[src/design/assert_macros.svh]
// Assertion macros for the execute stage RTL.
`ifndef ASSERT_MACROS_SVH
`define ASSERT_MACROS_SVH

// Check a property on every clock edge outside of reset.
`define ASSERT_CLK(label, prop, msg) \
   label: assert property (@(posedge clock) disable iff (reset) (prop)) else $error(msg);

// Check a property on every clock edge, reset included.
`define ASSERT_ALWAYS(label, prop, msg) \
   label: assert property (@(posedge clock) (prop)) else $error(msg);

`endif

[src/design/mae_pkg.sv]
// ----------------------------------------------------------------------------
// mae_pkg
// Types and codes for the MIPS-like ALU execute stage.
// ----------------------------------------------------------------------------
package mae_pkg;

   // Primary opcodes
   localparam logic [5:0] OP_RTYPE  = 6'd0;
   localparam logic [5:0] OP_J      = 6'd2;
   localparam logic [5:0] OP_JAL    = 6'd3;
   localparam logic [5:0] OP_BEQ    = 6'd4;
   localparam logic [5:0] OP_BNE    = 6'd5;
   localparam logic [5:0] OP_BGTZ   = 6'd7;
   localparam logic [5:0] OP_ADDI   = 6'd8;
   localparam logic [5:0] OP_ADDIU  = 6'd9;
   localparam logic [5:0] OP_SLTI   = 6'd10;
   localparam logic [5:0] OP_ANDI   = 6'd12;
   localparam logic [5:0] OP_ORI    = 6'd13;
   localparam logic [5:0] OP_NORI   = 6'd14;
   localparam logic [5:0] OP_LUI    = 6'd15;
   localparam logic [5:0] OP_LB     = 6'd32;
   localparam logic [5:0] OP_LH     = 6'd33;
   localparam logic [5:0] OP_LW     = 6'd35;
   localparam logic [5:0] OP_LBU    = 6'd36;
   localparam logic [5:0] OP_LHU    = 6'd37;
   localparam logic [5:0] OP_SB     = 6'd40;
   localparam logic [5:0] OP_SH     = 6'd41;
   localparam logic [5:0] OP_SW     = 6'd43;
   localparam logic [5:0] OP_FINISH = 6'd63;

   // Function codes of the register-register group
   localparam logic [5:0] FN_SLL  = 6'd0;
   localparam logic [5:0] FN_SRL  = 6'd2;
   localparam logic [5:0] FN_SRA  = 6'd3;
   localparam logic [5:0] FN_JR   = 6'd8;
   localparam logic [5:0] FN_ADD  = 6'd32;
   localparam logic [5:0] FN_ADDU = 6'd33;
   localparam logic [5:0] FN_SUB  = 6'd34;
   localparam logic [5:0] FN_AND  = 6'd36;
   localparam logic [5:0] FN_OR   = 6'd37;
   localparam logic [5:0] FN_XOR  = 6'd38;
   localparam logic [5:0] FN_NOR  = 6'd39;
   localparam logic [5:0] FN_NAND = 6'd40;
   localparam logic [5:0] FN_SLT  = 6'd42;

   // Memory access marks
   localparam logic [1:0] MEM_NONE  = 2'd0;
   localparam logic [1:0] MEM_LOAD  = 2'd1;
   localparam logic [1:0] MEM_STORE = 2'd2;

   // Status codes
   localparam logic [1:0] ST_NORMAL  = 2'd0;
   localparam logic [1:0] ST_FINISH  = 2'd1;
   localparam logic [1:0] ST_UNKNOWN = 2'd2;

   localparam int unsigned LUI_SHIFT = 16;

   typedef struct packed {
      logic [5:0]         opcode;
      logic [5:0]         func;
      logic [4:0]         shamt;
      logic signed [15:0] imm16;
      logic [31:0]        rs_value;
      logic [31:0]        rt_value;
   } req_type;

   typedef struct packed {
      logic [31:0] alu_result;
      logic        writes_result;
      logic [1:0]  mem_access;
      logic        overflow;
      logic [1:0]  status;
   } rsp_type;

endpackage

[src/design/mips_alu_execute.sv]
// ----------------------------------------------------------------------------
// mips_alu_execute
// Execute stage of a MIPS-like pipeline: ALU ops, shifts, compares and
// load/store address generation with signed overflow and status.
// ----------------------------------------------------------------------------
//   channel  | direction | handshake            | payload
//   ---------+-----------+----------------------+-----------------
//   req      | in        | req_valid/req_ready  | req_data (req_type)
//   rsp      | out       | rsp_valid/rsp_ready  | rsp_data (rsp_type)
//
// One item per cycle sustained while rsp_ready is high; an accepted item
// passes the input register, the ALU and the result register before
// rsp_valid rises, and a stall on rsp can hold it in either register.
// Reset clears both stage valid bits; payload registers are not reset.
// A stall on rsp holds the result register and, once the input register
// is also full, drops req_ready; each stage moves forward as soon as the
// stage ahead of it frees up or is being emptied in the same cycle.
// ----------------------------------------------------------------------------
`include "assert_macros.svh"

module mips_alu_execute import mae_pkg::*; (
   input  logic    clock,
   input  logic    reset,
   input  logic    req_valid,
   output logic    req_ready,
   input  req_type req_data,
   output logic    rsp_valid,
   input  logic    rsp_ready,
   output rsp_type rsp_data
);

   // Input register
   logic    in_vld_ff;
   logic    in_vld_in;
   req_type in_data_ff;

   // Result register
   logic    out_vld_ff;
   logic    out_vld_in;
   rsp_type out_data_ff;

   rsp_type alu_res;
   logic    advance;
   logic    take_req;

   mae_alu u_alu (
      .op_in   (in_data_ff),
      .res_out (alu_res)
   );

   // Move the computed item into the result register when it is empty
   // or being taken this cycle.
   assign advance   = in_vld_ff & (~out_vld_ff | rsp_ready);
   assign req_ready = ~in_vld_ff | advance;
   assign take_req  = req_valid & req_ready;

   always_comb begin
      in_vld_in = in_vld_ff;
      if (take_req) begin
         in_vld_in = 1'b1;
      end else if (advance) begin
         in_vld_in = 1'b0;
      end

      out_vld_in = out_vld_ff;
      if (advance) begin
         out_vld_in = 1'b1;
      end else if (rsp_ready) begin
         out_vld_in = 1'b0;
      end
   end

   always_ff @(posedge clock) begin
      if (reset) begin
         in_vld_ff  <= 1'b0;
         out_vld_ff <= 1'b0;
      end else begin
         in_vld_ff  <= in_vld_in;
         out_vld_ff <= out_vld_in;
      end
   end

   // Payload registers: load on their stage's transfer, hold otherwise
   always_ff @(posedge clock) begin
      if (take_req) begin
         in_data_ff <= req_data;
      end
      if (advance) begin
         out_data_ff <= alu_res;
      end
   end

   assign rsp_valid = out_vld_ff;
   assign rsp_data  = out_data_ff;

   // Checks
   `ASSERT_ALWAYS(a_reset_clears_rsp, reset |=> !rsp_valid, "rsp_valid after reset")
   `ASSERT_CLK(a_stall_keeps_item, in_vld_ff && out_vld_ff && !rsp_ready |=> in_vld_ff, "item lost in input register during stall")
   `ASSERT_CLK(a_mem_writes, rsp_valid && rsp_data.mem_access != MEM_NONE |-> rsp_data.writes_result, "memory access without address result")
   `ASSERT_CLK(a_nonnormal_empty, rsp_valid && rsp_data.status != ST_NORMAL |-> !rsp_data.writes_result && !rsp_data.overflow && rsp_data.alu_result == 32'd0, "finish or unknown item carries a value")

endmodule

[src/design/mae_alu.sv]
// ----------------------------------------------------------------------------
// mae_alu
// Single-pass ALU and decode: one instruction in, one result item out.
// ----------------------------------------------------------------------------
module mae_alu import mae_pkg::*; (
   input  req_type op_in,
   output rsp_type res_out
);

   logic [31:0] imm_sx;
   logic [31:0] imm_zx;
   logic [31:0] add_b;
   logic [31:0] sum;
   logic        add_ovf;
   logic        r_slt;
   logic        i_slt;

   assign imm_sx = {{16{op_in.imm16[15]}}, op_in.imm16};
   assign imm_zx = {16'd0, op_in.imm16};

   // One shared adder: rs plus rt, minus rt, or the sign-extended immediate
   always_comb begin
      add_b = imm_sx;
      if (op_in.opcode == OP_RTYPE) begin
         if (op_in.func == FN_SUB) begin
            add_b = 32'd0 - op_in.rt_value;
         end else begin
            add_b = op_in.rt_value;
         end
      end
   end

   assign sum     = op_in.rs_value + add_b;
   assign add_ovf = ~(op_in.rs_value[31] ^ add_b[31]) & (op_in.rs_value[31] ^ sum[31]);
   assign r_slt   = $signed(op_in.rs_value) < $signed(op_in.rt_value);
   assign i_slt   = $signed(op_in.rs_value) < $signed(imm_sx);

   always_comb begin
      res_out.alu_result    = 32'd0;
      res_out.writes_result = 1'b1;
      res_out.mem_access    = MEM_NONE;
      res_out.overflow      = 1'b0;
      res_out.status        = ST_NORMAL;
      if (op_in.opcode == OP_RTYPE) begin
         case (op_in.func)
            FN_ADD: begin
               res_out.alu_result = sum;
               res_out.overflow   = add_ovf;
            end
            FN_ADDU: res_out.alu_result = sum;
            FN_SUB: begin
               res_out.alu_result = sum;
               res_out.overflow   = add_ovf;
            end
            FN_AND:  res_out.alu_result = op_in.rs_value & op_in.rt_value;
            FN_OR:   res_out.alu_result = op_in.rs_value | op_in.rt_value;
            FN_XOR:  res_out.alu_result = op_in.rs_value ^ op_in.rt_value;
            FN_NOR:  res_out.alu_result = ~(op_in.rs_value | op_in.rt_value);
            FN_NAND: res_out.alu_result = ~(op_in.rs_value & op_in.rt_value);
            FN_SLT:  res_out.alu_result = {31'd0, r_slt};
            FN_SLL:  res_out.alu_result = op_in.rt_value << op_in.shamt;
            FN_SRL:  res_out.alu_result = op_in.rt_value >> op_in.shamt;
            FN_SRA:  res_out.alu_result = 32'($signed(op_in.rt_value) >>> op_in.shamt);
            FN_JR:   res_out.writes_result = 1'b0;
            default: begin
               res_out.writes_result = 1'b0;
               res_out.status        = ST_UNKNOWN;
            end
         endcase
      end else begin
         case (op_in.opcode)
            OP_ADDI: begin
               res_out.alu_result = sum;
               res_out.overflow   = add_ovf;
            end
            OP_ADDIU: res_out.alu_result = sum;
            OP_LB, OP_LH, OP_LW, OP_LBU, OP_LHU: begin
               res_out.alu_result = sum;
               res_out.overflow   = add_ovf;
               res_out.mem_access = MEM_LOAD;
            end
            OP_SB, OP_SH, OP_SW: begin
               res_out.alu_result = sum;
               res_out.overflow   = add_ovf;
               res_out.mem_access = MEM_STORE;
            end
            OP_LUI:  res_out.alu_result = imm_zx << LUI_SHIFT;
            OP_ANDI: res_out.alu_result = op_in.rs_value & imm_zx;
            OP_ORI:  res_out.alu_result = op_in.rs_value | imm_zx;
            OP_NORI: res_out.alu_result = ~(op_in.rs_value | imm_zx);
            OP_SLTI: res_out.alu_result = {31'd0, i_slt};
            OP_J, OP_JAL, OP_BEQ, OP_BNE, OP_BGTZ: res_out.writes_result = 1'b0;
            OP_FINISH: begin
               res_out.writes_result = 1'b0;
               res_out.status        = ST_FINISH;
            end
            default: begin
               res_out.writes_result = 1'b0;
               res_out.status        = ST_UNKNOWN;
            end
         endcase
      end
   end

endmodule

[config.mk]
export PLATFORM = sky130hd
export DESIGN_NAME = mips_alu_execute
export DESIGN_NICKNAME = d
export VERILOG_FILES = /design/src/design/mae_pkg.sv /design/src/design/mips_alu_execute.sv /design/src/design/mae_alu.sv
export VERILOG_INCLUDE_DIRS = /design/src /design/src/design
export SDC_FILE = /design/constraint.sdc
export NUM_CORES = 1
export LEC_CHECK = 0
export ABC_AREA = 1
export BUFFER_PORTS_ARGS = -buffer_cell sky130_fd_sc_hd__buf_2
export CORE_AREA = 2 2 206 208
export CTS_BUF_LIST = sky130_fd_sc_hd__clkbuf_8
export DETAILED_ROUTE_END_ITERATION = 6
export DIE_AREA = 0 0 208 210
export SYNTH_ARGS = -nofsm -noshare
export SYNTH_HDL_FRONTEND = slang
export SYNTH_SLANG_ARGS = --single-unit
[constraint.sdc]
create_clock -name clock -period 7.3 [get_ports clock]
set_input_delay 0.73 -clock clock [delete_from_list [all_inputs] [get_ports clock]]
set_output_delay 0.73 -clock clock [all_outputs]
set_load 0.01 [all_outputs]
==> qor.txt <==
status: finished clean
antenna violations before repair: 3
fraction of registers with async set/reset: 0%
CTS clk-pin slew, worst paths: 120 ps
Die Area: 43680 µm²
final worst slack: 1638 ps
cts bufs inserted: 17
post-synthesis adder-cell area fraction: 15.07%
final worst path period need: 5662 ps
post-cts sizing count: 0
Setup crit start kind: register
fin crit share: 77.56%
Seq cells post-synth: 137
Max VDD drop: 0.0002653 V
Avg Inst Size Synth: 6.672 µm²
final hold violations: 0
post-detail-place hpwl: 67380 µm
worst slew pin tran: 1238 ps
share of cells above drive strength 1: 9.141%
Hold WC Path Type: in2reg
IO buf count: 140
Top FF cell, synth: edfxtp_1
Slew Viols, Final: 0
Post-Route WL: 84490 µm
DIE HEIGHT: 210 µm
Nets: 2833
# clock sinks: 137
Leakage: 8.571 nW
DRT iter0 DRCs: 2842
Unique masters post-synth: 56
Slew HR: 17.46%
FILL cells: 4477
vias in the first global route: 17030
root buffer cell: clkbuf_8
unrepaired setup endpoints after global routing: no
GRT Resource Usage Total: 38.29%
Synth-to-Final Area Change: 9.472%
worst slack at placement: 1883 ps
WP data required: 7610 ps
largest net degree at the start of global routing: 78
CTS tree: built
Crit Path Max Fanout: 23
WS Path Type: reg2reg
Initial Util: 39.36%
most common cell after layout, fill and taps aside: nand2_1
syn_nets: 2744
synth top area cells: edfxtp_1 (25%), nand2_1 (17%), ha_1 (15%), inv_1 (5.8%), o21ai_0 (5.2%)
clk_lat worst skew: 600 ps
Post-CTS Setup Bufs: 0
WL per Instance: 27.36 µm
mux share of post-synthesis cell area: 0.6131%
Max Freq: 176.6 MHz
DRT Pass-1 Iters: 6
first-pass GRT wire length: 119000 µm
Post-Route Setup TNS: 0 ps
Simple-Gate Fraction of Synth Area: 30.33%
# rows: 75
Synth Instances: 2447
xor/xnor share of the synthesized area: 1.770%
Max-Cap Viols: 0
dominant cell type by area after synthesis: edfxtp_1
routability cong.: 1.097
commonest non-fill, non-tap cells in the layout: nand2_1 (736), inv_1 (251), ha_1 (195)
Compound-Gate Fraction of Synth Area: 18.42%
setup violators final: 0
PD cells: 143.6 nW/µm²
post-synthesis cell area: 16330 µm²
Via Count: 18500
final design utilization: 43.09%
clk buf depth: 2
Post-synth EDFFs: 135
main combinational cell family by area after synthesis: simple AND/OR/NAND/NOR gates
Remaining Overflow, GRT: 0
I/O pin cnt: 141
Final Cell Area: 17870 µm²
drt drc: 0
Placed Area: 17460 µm²
vias per inst: 5.991
CTS Hold Bufs: 0
number of synthesis warnings: 0
skew final: 39.53 ps
WP data arrival: 5970 ps
CTS H-tree depth: 4
Diodes inserted: 0
core box area: 41480 µm²
Die Wd: 208 µm
post-route antenna net violation count: 0
Seq/Total Area, Yosys: 25.08%
Yosys top cell area share: 24.83%
Critical Path End Type: register
==> final cells by class <==
class / count / area (µm²) / share of cell area [%]
Clock inverter: 15 / 176.4 / 0.9871
Inverter: 259 / 974.7 / 5.454
Tap cell: 539 / 674.4 / 3.773
Timing Repair Buffer: 164 / 880.8 / 4.929
Sequential cell: 137 / 4094 / 22.91
Clock buffer: 17 / 234.0 / 1.309
Multi-Input combinational cell: 1957 / 10840 / 60.64
==> logic make-up after synthesis <==
kind of cell	after synthesis
buffers and inverters	353
multiplexers	10
AO/OA/AOI/OAI	527
AND/OR/NAND/NOR	1191
flip-flops	137
XOR/XNOR	33
adder cells (fa/ha/maj)	196
==> worst max-delay path, cell delays in order (launching register included) <==
cell      delay (ps)
edfxtp_1         500
nor2_1           180
inv_1            130
nor3_4           130
inv_1            470
o21ai_0          630
ha_1             340
inv_1             80
fa_1             450
inv_1            190
nand3_1           90
nand2_1          140
a21oi_1          210
o21ai_0          770
xor2_1           440
nand2_1          160
nand3_1           70
o21ai_0          250
nand2_1          140
==> flip-flops by register name, summed over array words and instances, names as in the netlist <==
| name | count |
|---|---|
| rsp_valid | 1 |
| in_data_ff | 97 |
| in_vld_ff | 1 |
| rsp_data | 38 |
==> report_power, final <==
part,switching (mW),internal [mW]
Clock,0.363,0.337
Sequential,0.0808,0.919
Combinational,0.620,0.248
==> cell usage after synthesis (all sizes together) (9+ instances only) <==
master	n
o211ai	40
nand4	26
clkbuf	29
edfxtp	135
or2	9
inv	258
nand3	150
mux2i	10
o2111ai	10
o22ai	32
o21ai	223
ha	195
nand3b	12
a21oi	160
xor2	31
nor2	203
nand2	743
nor3	33
a221oi	13
o21a	15
buf	65
nor4	10
==> through the flow <==
stage,power [mW],hold WS (ps),instances
3_3_place_gp,1.848,507.0,3056
6_report,2.567,296.3,3088
2_1_floorplan,1.498,444.8,2447
3_5_place_dp,1.846,515.8,3056
5_1_grt,2.676,287.8,3088
4_1_cts,2.552,248.5,3088
==> worst paths after layout <==
kind | startpoint | to | slack [ps] | cells after the start
max | in_data_ff[92] | rsp_data[14] | 1640 | 18
min | req_data[82] | in_data_ff[82] | 300 | 1
max reg2reg | in_data_ff[92] | rsp_data[14] | 1640 | 18
min reg2reg | in_vld_ff | rsp_valid | 530 | 2
==> metal layers <==
layer  wire length (µm)  track usage [%]  vias to the layer above
met5                 10                0                        -
met4               4699            19.71                        2
met3               9123            8.418                      222
met2              35160            56.50                     1163
met1              35500            52.51                     8687
li1                   -                -                     8427
No activity file was read; power rests on OpenSTA's default activity.
